===== src/tvu_pkg.sv =====
// ----------------------------------------------------------------------------
// tvu_pkg
// Shared widths and defaults for the trilinear volume upsampler.
// ----------------------------------------------------------------------------
`default_nettype none

package tvu_pkg;

    localparam int SAMPLE_W       = 16;  // corner sample / result value
    localparam int OFFSET_W       = 3;   // y, z and x sub-offset fields
    localparam int MAX_RESULTS    = 8;   // results per item, upper bound
    localparam int FACTOR_DEFAULT = 8;

    localparam int S_TDATA_W = ((8 * SAMPLE_W + 2 * OFFSET_W + 7) / 8) * 8;
    localparam int M_TDATA_W = ((SAMPLE_W + OFFSET_W + 7) / 8) * 8;

endpackage

`default_nettype wire


===== src/trilinear_volume_upsampler.sv =====
// ----------------------------------------------------------------------------
// trilinear_volume_upsampler
// Trilinear upsampling of one voxel cell per input item into up to eight
// x sub-positions; rounded half up blend of the eight corners.
// ----------------------------------------------------------------------------
// An accepted item passes the issue register and stages 1 to 7 before its first result shows on m_tvalid.
// Throughput: one result per cycle while m_tready does not stall; an item yields min(FACTOR, 8)
//   results, or one at the last x column, stepped by the x-offset issue counter.
// Pipeline: issue register, y blend, z blend, x blend, bias, reciprocal
//   multiply, back multiply, correction / output register.
// Reset: aresetn (sync, active low) clears valid bits and the issue counter.
// ----------------------------------------------------------------------------
`default_nettype none

module trilinear_volume_upsampler
    import tvu_pkg::*;
#(
    parameter int FACTOR = FACTOR_DEFAULT   // 2..16
) (
    input  wire logic                 aclk,
    input  wire logic                 aresetn,
    // input items
    input  wire logic                 s_tvalid,
    output logic                      s_tready,
    // s_tdata, lowest bit up: corner_x0y0z0, corner_x1y0z0, corner_x0y1z0,
    // corner_x1y1z0, corner_x0y0z1, corner_x1y0z1, corner_x0y1z1,
    // corner_x1y1z1 (16 b each), y_offset (3 b), z_offset (3 b), zero pad
    input  wire logic [S_TDATA_W-1:0] s_tdata,
    input  wire logic                 s_tlast,      // x_edge
    // result items
    output logic                      m_tvalid,
    input  wire logic                 m_tready,
    // m_tdata, lowest bit up: value (16 b signed), x_offset (3 b), zero pad
    output logic [M_TDATA_W-1:0]      m_tdata,
    output logic                      m_tlast       // last
);

    // ------------------------------------------------------------------
    // Derived sizes
    // ------------------------------------------------------------------
    localparam int WW     = $clog2(FACTOR + 1);           // weight 0..FACTOR
    localparam int CNT    = (FACTOR < MAX_RESULTS) ? FACTOR : MAX_RESULTS;
    localparam int DIV    = FACTOR * FACTOR * FACTOR;     // blend divisor
    localparam int DW     = $clog2(DIV) + 1;
    localparam int HALF_D = DIV / 2;
    localparam int BIAS   = 32768 * DIV;                  // makes sum >= 0
    localparam int UW     = SAMPLE_W + $clog2(DIV);       // biased sum width
    localparam int MW     = SAMPLE_W + 1;                 // quotient estimate
    localparam int RECIP  = (2 ** UW) / DIV;              // floor(2^UW / D)
    localparam int Y1W    = SAMPLE_W + WW + 2;
    localparam int Z2W    = Y1W + WW + 2;
    localparam int X3W    = Z2W + WW + 2;
    localparam int PW     = UW + MW;
    localparam int QDW    = DW + MW;

    logic en;   // whole pipeline advances
    assign en = !m_tvalid || m_tready;

    // ------------------------------------------------------------------
    // Stage 0: issue register, holds one item and steps x offset k
    // ------------------------------------------------------------------
    logic signed [SAMPLE_W-1:0] corner_reg [8];
    logic [WW-1:0]              wy0_reg, wy1_reg, wz0_reg, wz1_reg;
    logic [OFFSET_W-1:0]        k_reg, kmax_reg;
    logic                       busy_reg;

    logic                       k_last;
    logic                       load;
    logic [OFFSET_W-1:0]        y_in, z_in;
    logic [WW-1:0]              y_clamp, z_clamp;

    assign k_last   = (k_reg == kmax_reg);
    assign s_tready = !busy_reg || (en && k_last);
    assign load     = s_tvalid && s_tready;

    assign y_in = s_tdata[8*SAMPLE_W +: OFFSET_W];
    assign z_in = s_tdata[8*SAMPLE_W+OFFSET_W +: OFFSET_W];

    // offsets at or beyond FACTOR saturate to FACTOR-1
    always_comb begin
        if (WW'(y_in) >= WW'(FACTOR)) begin
            y_clamp = WW'(FACTOR - 1);
        end else begin
            y_clamp = WW'(y_in);
        end
        if (WW'(z_in) >= WW'(FACTOR)) begin
            z_clamp = WW'(FACTOR - 1);
        end else begin
            z_clamp = WW'(z_in);
        end
    end

    always_ff @(posedge aclk) begin
        if (!aresetn) begin
            busy_reg <= 1'b0;
            k_reg    <= '0;
        end else if (load) begin
            busy_reg <= 1'b1;
            k_reg    <= '0;
        end else if (en && busy_reg) begin
            if (k_last) begin
                busy_reg <= 1'b0;
            end else begin
                k_reg <= k_reg + OFFSET_W'(1);
            end
        end
    end

    always_ff @(posedge aclk) begin
        if (load) begin
            for (int i = 0; i < 8; i++) begin
                corner_reg[i] <= s_tdata[i*SAMPLE_W +: SAMPLE_W];
            end
            wy1_reg  <= y_clamp;
            wy0_reg  <= WW'(FACTOR) - y_clamp;
            wz1_reg  <= z_clamp;
            wz0_reg  <= WW'(FACTOR) - z_clamp;
            kmax_reg <= s_tlast ? '0 : OFFSET_W'(CNT - 1);
        end
    end

    // ------------------------------------------------------------------
    // Stage 1: y blend, yb[x + 2z]
    // ------------------------------------------------------------------
    logic signed [Y1W-1:0] yb_next [4];
    logic signed [Y1W-1:0] yb_reg  [4];
    logic [WW-1:0]         s1_wz0_reg, s1_wz1_reg;
    logic [OFFSET_W-1:0]   s1_k_reg;
    logic                  s1_last_reg, s1_valid_reg;

    always_comb begin
        for (int j = 0; j < 4; j++) begin
            yb_next[j] = Y1W'(corner_reg[(j % 2) + 4 * (j / 2)])
                           * $signed(Y1W'(wy0_reg))
                       + Y1W'(corner_reg[(j % 2) + 2 + 4 * (j / 2)])
                           * $signed(Y1W'(wy1_reg));
        end
    end

    always_ff @(posedge aclk) begin
        if (!aresetn) begin
            s1_valid_reg <= 1'b0;
        end else if (en) begin
            s1_valid_reg <= busy_reg;
        end
    end

    always_ff @(posedge aclk) begin
        if (en) begin
            for (int j = 0; j < 4; j++) begin
                yb_reg[j] <= yb_next[j];
            end
            s1_wz0_reg  <= wz0_reg;
            s1_wz1_reg  <= wz1_reg;
            s1_k_reg    <= k_reg;
            s1_last_reg <= k_last;
        end
    end

    // ------------------------------------------------------------------
    // Stage 2: z blend, zb[x]
    // ------------------------------------------------------------------
    logic signed [Z2W-1:0] zb_next [2];
    logic signed [Z2W-1:0] zb_reg  [2];
    logic [OFFSET_W-1:0]   s2_k_reg;
    logic                  s2_last_reg, s2_valid_reg;

    always_comb begin
        for (int x = 0; x < 2; x++) begin
            zb_next[x] = Z2W'(yb_reg[x]) * $signed(Z2W'(s1_wz0_reg))
                       + Z2W'(yb_reg[x + 2]) * $signed(Z2W'(s1_wz1_reg));
        end
    end

    always_ff @(posedge aclk) begin
        if (!aresetn) begin
            s2_valid_reg <= 1'b0;
        end else if (en) begin
            s2_valid_reg <= s1_valid_reg;
        end
    end

    always_ff @(posedge aclk) begin
        if (en) begin
            zb_reg[0]   <= zb_next[0];
            zb_reg[1]   <= zb_next[1];
            s2_k_reg    <= s1_k_reg;
            s2_last_reg <= s1_last_reg;
        end
    end

    // ------------------------------------------------------------------
    // Stage 3: x blend with wx0 = FACTOR-k, wx1 = k
    // ------------------------------------------------------------------
    logic [WW-1:0]         wx0, wx1;
    logic signed [X3W-1:0] sum_next, sum_reg;
    logic [OFFSET_W-1:0]   s3_k_reg;
    logic                  s3_last_reg, s3_valid_reg;

    assign wx1      = WW'(s2_k_reg);
    assign wx0      = WW'(FACTOR) - wx1;
    assign sum_next = X3W'(zb_reg[0]) * $signed(X3W'(wx0))
                    + X3W'(zb_reg[1]) * $signed(X3W'(wx1));

    always_ff @(posedge aclk) begin
        if (!aresetn) begin
            s3_valid_reg <= 1'b0;
        end else if (en) begin
            s3_valid_reg <= s2_valid_reg;
        end
    end

    always_ff @(posedge aclk) begin
        if (en) begin
            sum_reg     <= sum_next;
            s3_k_reg    <= s2_k_reg;
            s3_last_reg <= s2_last_reg;
        end
    end

    // ------------------------------------------------------------------
    // Stage 4: u = sum + D/2 + 32768*D, in [0, 65536*D)
    // ------------------------------------------------------------------
    logic [X3W-1:0]      biased;
    logic [UW-1:0]       u4_reg;
    logic [OFFSET_W-1:0] s4_k_reg;
    logic                s4_last_reg, s4_valid_reg;

    assign biased = $unsigned(sum_reg) + X3W'(HALF_D + BIAS);

    always_ff @(posedge aclk) begin
        if (!aresetn) begin
            s4_valid_reg <= 1'b0;
        end else if (en) begin
            s4_valid_reg <= s3_valid_reg;
        end
    end

    always_ff @(posedge aclk) begin
        if (en) begin
            u4_reg      <= biased[UW-1:0];
            s4_k_reg    <= s3_k_reg;
            s4_last_reg <= s3_last_reg;
        end
    end

    // ------------------------------------------------------------------
    // Stage 5: reciprocal multiply, estimate is q or q-1
    // ------------------------------------------------------------------
    logic [PW-1:0]       prod_reg;
    logic [UW-1:0]       u5_reg;
    logic [OFFSET_W-1:0] s5_k_reg;
    logic                s5_last_reg, s5_valid_reg;

    always_ff @(posedge aclk) begin
        if (!aresetn) begin
            s5_valid_reg <= 1'b0;
        end else if (en) begin
            s5_valid_reg <= s4_valid_reg;
        end
    end

    always_ff @(posedge aclk) begin
        if (en) begin
            prod_reg    <= PW'(u4_reg) * PW'(RECIP);
            u5_reg      <= u4_reg;
            s5_k_reg    <= s4_k_reg;
            s5_last_reg <= s4_last_reg;
        end
    end

    // ------------------------------------------------------------------
    // Stage 6: back multiply qe * D
    // ------------------------------------------------------------------
    logic [MW-1:0]       qe;
    logic [MW-1:0]       qe_reg;
    logic [QDW-1:0]      qd_reg;
    logic [UW-1:0]       u6_reg;
    logic [OFFSET_W-1:0] s6_k_reg;
    logic                s6_last_reg, s6_valid_reg;

    assign qe = prod_reg[PW-1:UW];

    always_ff @(posedge aclk) begin
        if (!aresetn) begin
            s6_valid_reg <= 1'b0;
        end else if (en) begin
            s6_valid_reg <= s5_valid_reg;
        end
    end

    always_ff @(posedge aclk) begin
        if (en) begin
            qe_reg      <= qe;
            qd_reg      <= QDW'(qe) * QDW'(DIV);
            u6_reg      <= u5_reg;
            s6_k_reg    <= s5_k_reg;
            s6_last_reg <= s5_last_reg;
        end
    end

    // ------------------------------------------------------------------
    // Stage 7: remainder correction, unbias, output register
    // ------------------------------------------------------------------
    logic [UW-1:0]       rem;
    logic [MW-1:0]       q;
    logic [SAMPLE_W-1:0] value_next;
    logic [SAMPLE_W-1:0] value_reg;
    logic [OFFSET_W-1:0] xoff_reg;
    logic                last_reg, valid_reg;

    assign rem = u6_reg - UW'(qd_reg);
    assign q   = (rem >= UW'(DIV)) ? qe_reg + MW'(1) : qe_reg;
    // q is value + 32768 in 0..65535: flip the sign bit
    assign value_next = {~q[SAMPLE_W-1], q[SAMPLE_W-2:0]};

    always_ff @(posedge aclk) begin
        if (!aresetn) begin
            valid_reg <= 1'b0;
        end else if (en) begin
            valid_reg <= s6_valid_reg;
        end
    end

    always_ff @(posedge aclk) begin
        if (en) begin
            value_reg <= value_next;
            xoff_reg  <= s6_k_reg;
            last_reg  <= s6_last_reg;
        end
    end

    assign m_tvalid = valid_reg;
    assign m_tdata  = M_TDATA_W'({xoff_reg, value_reg});
    assign m_tlast  = last_reg;

endmodule

`default_nettype wire

===== config.mk =====
export PLATFORM = sky130hd
export DESIGN_NAME = trilinear_volume_upsampler
export DESIGN_NICKNAME = d
export VERILOG_FILES = /design/src/tvu_pkg.sv /design/src/trilinear_volume_upsampler.sv
export SDC_FILE = /design/constraint.sdc
export NUM_CORES = 2
export LEC_CHECK = 0
export ABC_AREA = 1
export BUFFER_PORTS_ARGS = -buffer_cell sky130_fd_sc_hd__buf_2
export CAP_MARGIN = 20
export CORE_ASPECT_RATIO = 0.5
export CORE_UTILIZATION = 53
export CTS_CLUSTER_SIZE = 14
export DETAILED_ROUTE_END_ITERATION = 16
export PLACE_DENSITY = 0.79
export SLEW_MARGIN = 20
export SYNTH_ARGS = -nofsm -noshare
export SYNTH_HDL_FRONTEND = slang
export SYNTH_SLANG_ARGS = --single-unit

===== constraint.sdc =====
create_clock -name aclk -period 10 [get_ports aclk]
set_clock_uncertainty 0.1 [all_clocks]
set_input_delay 1 -clock aclk [delete_from_list [all_inputs] [get_ports aclk]]
set_output_delay 1 -clock aclk [all_outputs]
set_load 0.1 [all_outputs]

== After elaboration in Yosys (flattened, before gate mapping) ==
Memories as Yosys holds them, arrays and structs flattened.
Cells that the tools add are included.

* Add/sub/neg operators: 14
* $lt $le $gt $ge: 1
* Equality and inequality tests: 1
* Shift-type cells: 0
* Multipliers: 14
* Muxes and demuxes: 9
* Bitwise operators: 3
* Reductions and logical operators: 12
* Divide/modulo/power cells: 0

{| class="wikitable"
|+ Operator list
! cell !! number
|-
| adder 21 x 20 -> 22 bit || 4
|-
| multiplier 16 x 5 -> 21 bit || 4
|-
| multiplier 16 x 4 -> 20 bit || 4
|-
| adder 27 x 26 -> 28 bit || 2
|-
| multiplier 22 x 5 -> 27 bit || 2
|-
| multiplier 22 x 4 -> 26 bit || 2
|-
| multiplier 28 x 4 -> 25 bit || 1
|-
| multiplier 28 x 5 -> 25 bit || 1
|-
| adder 25 bit || 1
|-
| adder 25 bit (second input constant) || 1
|-
| greater-or-equal comparator 25 x 10 -> 1 bit (second input constant) || 1
|-
| subtractor 25 bit || 1
|-
| adder 16 x 1 -> 16 bit (second input constant) || 1
|-
| two-way mux 16 bit || 1
|-
| subtractor 4 x 3 -> 4 bit (first input constant) || 3
|-
| two-way mux 1 bit || 7
|-
| AND reduction 2 bit || 2
|-
| nonzero test 2 bit || 2
|-
| adder 3 x 1 -> 3 bit (second input constant) || 1
|-
| equality test 3 bit || 1
|-
| logical AND 1 bit || 3
|-
| two-way mux 3 bit || 1
|-
| NOT 1 bit || 3
|-
| logical NOT 1 bit || 2
|-
| 2 further kinds || 3
|}

* Memories: 3
* Output and inout port bits: 27
* Register bits: 195
* ROM bits: 0
* Bits of input ports: 141
* Latch bits: 0
* Memory bits (writable): 272

{| class="wikitable"
|+ Memory list
! name !! depth !! width !! read ports !! clocked after Yosys merged registers in !! write ports !! RTL line !! text
|-
| corner_reg || 8 || 16 || 8 || 0 || 8 || trilinear_volume_upsampler.sv:62 || <nowiki>logic signed [SAMPLE_W-1:0] corner_reg [8];</nowiki>
|-
| yb_reg || 4 || 22 || 4 || 0 || 4 || trilinear_volume_upsampler.sv:126 || <nowiki>logic signed [Y1W-1:0] yb_reg [4];</nowiki>
|-
| zb_reg || 2 || 28 || 2 || 0 || 2 || trilinear_volume_upsampler.sv:164 || <nowiki>logic signed [Z2W-1:0] zb_reg [2];</nowiki>
|}

== Depth between registers and ports, before layout ==
* Depth after elaboration: 7
* Mapped depth: 29
* Mapped depth without buffers: 26

== Worst setup path after synthesis ==
OpenSTA, ideal clock, no wires.

* Path kind: register to register
* From: reg valid_reg, in the netlist m_tvalid
* To: reg k_reg[2]
* Clock period less this slack: 8.317 ns
* Cell stages (with the launch flop): 8
* Data arrival time: 8.090 ns
* Path slack: 1.683 ns
* Cell sequence: dfxtp_1 > inv_1 > nor2_4 > clkinv_1 > nand3_1 > o21ai_0 > inv_1 > nor3_1

* Longest elaborated chain between the ends: 6

{| class="wikitable"
|+ RTL lines
! item !! RTL line !! text
|-
| start, declared || trilinear_volume_upsampler.sv:310 || <nowiki>logic last_reg, valid_reg;</nowiki>
|-
| start signal, assigned || trilinear_volume_upsampler.sv:321 || <nowiki>valid_reg <= s6_valid_reg;</nowiki>
|-
| logical NOT 1 bit * || trilinear_volume_upsampler.sv:57 || <nowiki>assign en = !m_tvalid || m_tready;</nowiki>
|-
| logical OR 1 bit * || trilinear_volume_upsampler.sv:57 ||
|-
| via en || trilinear_volume_upsampler.sv:56 || <nowiki>logic en;</nowiki>
|-
| logical AND 1 bit || trilinear_volume_upsampler.sv:73 || <nowiki>assign s_tready = !busy_reg || (en && k_last);</nowiki>
|-
| logical OR 1 bit || trilinear_volume_upsampler.sv:73 ||
|-
| logical AND 1 bit || trilinear_volume_upsampler.sv:74 || <nowiki>assign load = s_tvalid && s_tready;</nowiki>
|-
| OR reduction 2 bit (no source line) || n/a ||
|-
| end signal, assigned || trilinear_volume_upsampler.sv:104 || <nowiki>k_reg <= k_reg + OFFSET_W'(1);</nowiki>
|-
| end, declared || trilinear_volume_upsampler.sv:64 || <nowiki>logic [OFFSET_W-1:0] k_reg, kmax_reg;</nowiki>
|}

Mark *: on every way through the listed nets, which the timed path passes. The rest lies on a longest branch.
A chain may end at the register's enable or synchronous reset.

== Worst setup path in the final report ==
* From: reg s2_k_reg[0]
* To: reg sum_reg[19], data pin

* Longest elaborated chain between the ends: 3

{| class="wikitable"
|+ RTL lines
! item !! RTL line !! text
|-
| start, declared || trilinear_volume_upsampler.sv:165 || <nowiki>logic [OFFSET_W-1:0] s2_k_reg;</nowiki>
|-
| start signal, assigned || trilinear_volume_upsampler.sv:187 || <nowiki>s2_k_reg <= s1_k_reg;</nowiki>
|-
| subtractor 4 x 3 -> 4 bit || trilinear_volume_upsampler.sv:201 || <nowiki>assign wx0 = WW'(FACTOR) - wx1;</nowiki>
|-
| multiplier 28 x 5 -> 25 bit || trilinear_volume_upsampler.sv:202 || <nowiki>assign sum_next = X3W'(zb_reg[0]) * $signed(X3W'(wx0))</nowiki>
|-
| adder 25 bit * || trilinear_volume_upsampler.sv:203 || <nowiki>+ X3W'(zb_reg[1]) * $signed(X3W'(wx1));</nowiki>
|-
| via sum_next[19] || trilinear_volume_upsampler.sv:196 || <nowiki>logic signed [X3W-1:0] sum_next, sum_reg;</nowiki>
|-
| end signal, assigned || trilinear_volume_upsampler.sv:215 || <nowiki>sum_reg <= sum_next;</nowiki>
|-
| end, declared || trilinear_volume_upsampler.sv:196 ||
|}

Marks and branches as above.

==> run summary <==
Status -> complete, no violations
Setup violators final -> 0
DRC viols -> 0
Cts hold-fix bufs -> 0
R2R setup slack -> 3910 ps
Io pins -> 168
Worst slew pin tran -> 1035 ps
Critical-path top delay cell -> nand2_1
Slew Viols, Final -> 0
End point of the critical path -> sum_reg[19]
Post-Synthesis Mean Instance Area -> 8.603 sq um
Top-count cell post-synth -> inv_1
Synth Instances -> 5567
Final Hold Vio Count -> 0
CP max FO -> 52
Setup TNS -> 0 ps
Crit path buf inv count -> 6
Die width -> 427.1 um
Setup CP Type -> reg2reg
Worst setup SP type -> flop
Die height -> 214.6 um
CTS max path bufs -> 3
Post-CTS Resized -> 0
Proportion of netlist area held by the largest area contributor -> 0.2742
Cell Rows -> 77
Fmax -> 0.1641 GHz
Top cells by area, synth -> fa_1, edfxtp_1, inv_1
Fillers -> 7596
Num CTS Buffers -> 42
Port Buffers -> 160
CTS tree -> done
Synthesized area -> 0.04789 sq mm
Drt first pass iters -> 5
CP endpoint kind -> flop
Total grt overflow -> 0
RePlAce Congestion -> 0.9282
Maxcap violations -> 0
Largest net degree at the start of global routing -> 98
Die area -> 0.09164 sq mm
Worst relative slew slack -> 0.3098
Worst-path cell chain -> buf_4 -> inv_1 -> ha_1 -> inv_1 -> nand2_1 -> nand2_1 -> nand2_1 -> fa_1 -> inv_1 -> fa_1 -> fa_1 -> inv_1 -> fa_1 -> inv_1 -> ha_1 -> a21oi_1 -> a21boi_0 -> nand2_1 -> nand2_1 -> nand3_1 -> xor2_1
Post-synthesis async set-or-reset flop share -> 0
Levels on crit path -> 21
Synth top cells by count -> inv_1, nand2_1, fa_1
Starting Density -> 0.5386
Wirelength per Cell -> 15.32 um
Vias in the first global route -> 36360
Distinct cell type count after synthesis -> 42
Final ANT Viol Nets -> 0
Clk pin slew, worst setup/hold paths -> 60 ps
P&R area growth vs syn -> 7.080%
Final #Nets -> 6957
WHS Path Cells -> 0
Worst skew pair latency -> 610 ps
Core ar. -> 0.08892 sq mm
Worst stage delay on the critical path -> 620 ps
Vias -> 34655
Arrival time worst endpoint -> 6330 ps
Initial antenna violation count -> 2
H-tree depth -> 2
WP data required -> 10240 ps
CTS Sinks -> 405
Sequential-to-total area share from yosys stat -> 0.2516
Cells on worst reg2reg path -> 21
Fin crit share -> 0.6092
Iter 0 DRT Violations -> 2614
Post-CTS setup buffer count -> 0
Post-synthesis register bit count -> 405
Max reg flops -> 128
Post-synth EDFFs -> 394
Final wirelength -> 105.7 mm
Synth warn -> 0
CP top delay family -> adder cells
Number of vias per cell -> 5.020
HP Start -> wz1_reg[2]
Ys flop type -> edfxtp_1
GRT Overall Usage -> 0.2410
CTS root buf -> clkbuf_16
Unrepaired setup endpoints after global routing -> false
WHS -> 314.1 ps
Layout cells sized above 1 -> 0.04547
Hpwl dp -> 87.27 mm
Minimum clock period -> 6092 ps
First-pass GRT wire length -> 178.3 mm
RR Endpoint -> sum_reg[19]
Critical path origin -> s2_k_reg[0]
Synth area leader -> fa_1
Worst hold-check path type -> reg2reg
FF-to-FF Start -> s2_k_reg[0]
==> layer usage <==
layer  global-route usage  vias up  share of wire
li1                     -    16652              -
met1               0.3368    16848           0.45
met2               0.3981     1008           0.46
met3              0.03546      145          0.067
met4              0.05345        2          0.020
met5                    0        -        0.00012
==> worst register-to-register path, stage by stage (launching register included) <==
cell	delay (ps)
edfxtp_1	320
buf_4	470
inv_1	170
ha_1	260
inv_1	80
nand2_1	60
nand2_1	620
nand2_1	170
fa_1	520
inv_1	50
fa_1	480
fa_1	550
inv_1	50
fa_1	470
inv_1	40
ha_1	330
a21oi_1	310
a21boi_0	350
nand2_1	90
nand2_1	80
nand3_1	110
xor2_1	160
==> cell families (layout without fill, tap and decap cells) <==
| family | count (synthesis) | count (layout) | share of synthesized area |
|---|---|---|---|
| xor+xnor | 138 | 138 | 0.02524 |
| flops | 405 | 405 | 0.2516 |
| other cells | 1 | 6 | 0.00007830 |
| compound gates | 321 | 321 | 0.03665 |
| buf+inv | 1822 | 1969 | 0.1434 |
| simple gates | 1752 | 1752 | 0.1455 |
| fa+ha+maj | 1128 | 1128 | 0.3975 |
==> placed cells by master (no fill, tap or decap), drive strengths merged, types with 2 or more instances in the layout <==
master	netlist	layout
a21boi	8	8
a21o	12	12
a21oi	172	172
a31oi	2	2
buf	22	180
bufinv	0	2
clkbuf	85	52
clkinv	1	12
clkinvlp	0	4
conb	1	5
dfxtp	11	11
edfxtp	394	394
fa	656	656
ha	472	472
inv	1714	1719
nand2	1359	1359
nand2b	3	3
nand3	124	124
nand3b	6	6
nand4	39	39
nor2	190	190
nor3	26	26
nor3b	2	2
o211ai	12	12
o21a	10	10
o21ai	92	92
o21bai	11	11
xnor2	33	33
xor2	105	105
==> how the worst min path moves through the flow <==
stage | slack [ps] | end
2_1_floorplan | 300 | m_tlast
3_3_place_gp | 300 | s3_last_reg
3_5_place_dp | 300 | s4_k_reg[2]
4_1_cts | 310 | s4_k_reg[2]
5_1_grt | 320 | u6_reg[11]
6_report | 310 | s1_wz1_reg[2]
==> metrics by stage <==
step	setup slack [ps]	cell area (sq um)	utilization	cells
final	3908	51280	0.5767	6904
after floorplan	1683	47910	-	5571
after global routing	3552	51280	0.5767	6904
after CTS	3912	51250	0.5763	6901
after global placement	4036	49910	0.5613	6827
after detailed placement	3937	49910	0.5613	6827
==> area by class of cell <==
type,instances,area (sq um),share of cell area
diodes,1,2.502,0.00004880
clock buffers,52,1152,0.02247
clock inverters,22,185.2,0.003611
inverters,1715,6450,0.1258
multi-input cells,3344,28990,0.5653
flip-flops and latches,405,12050,0.2350
well taps,1185,1483,0.02891
repair buffers,180,969.7,0.01891
Power is not shown: default switching activity piles up to over one toggle a cycle in this logic, so the estimate is an artifact.
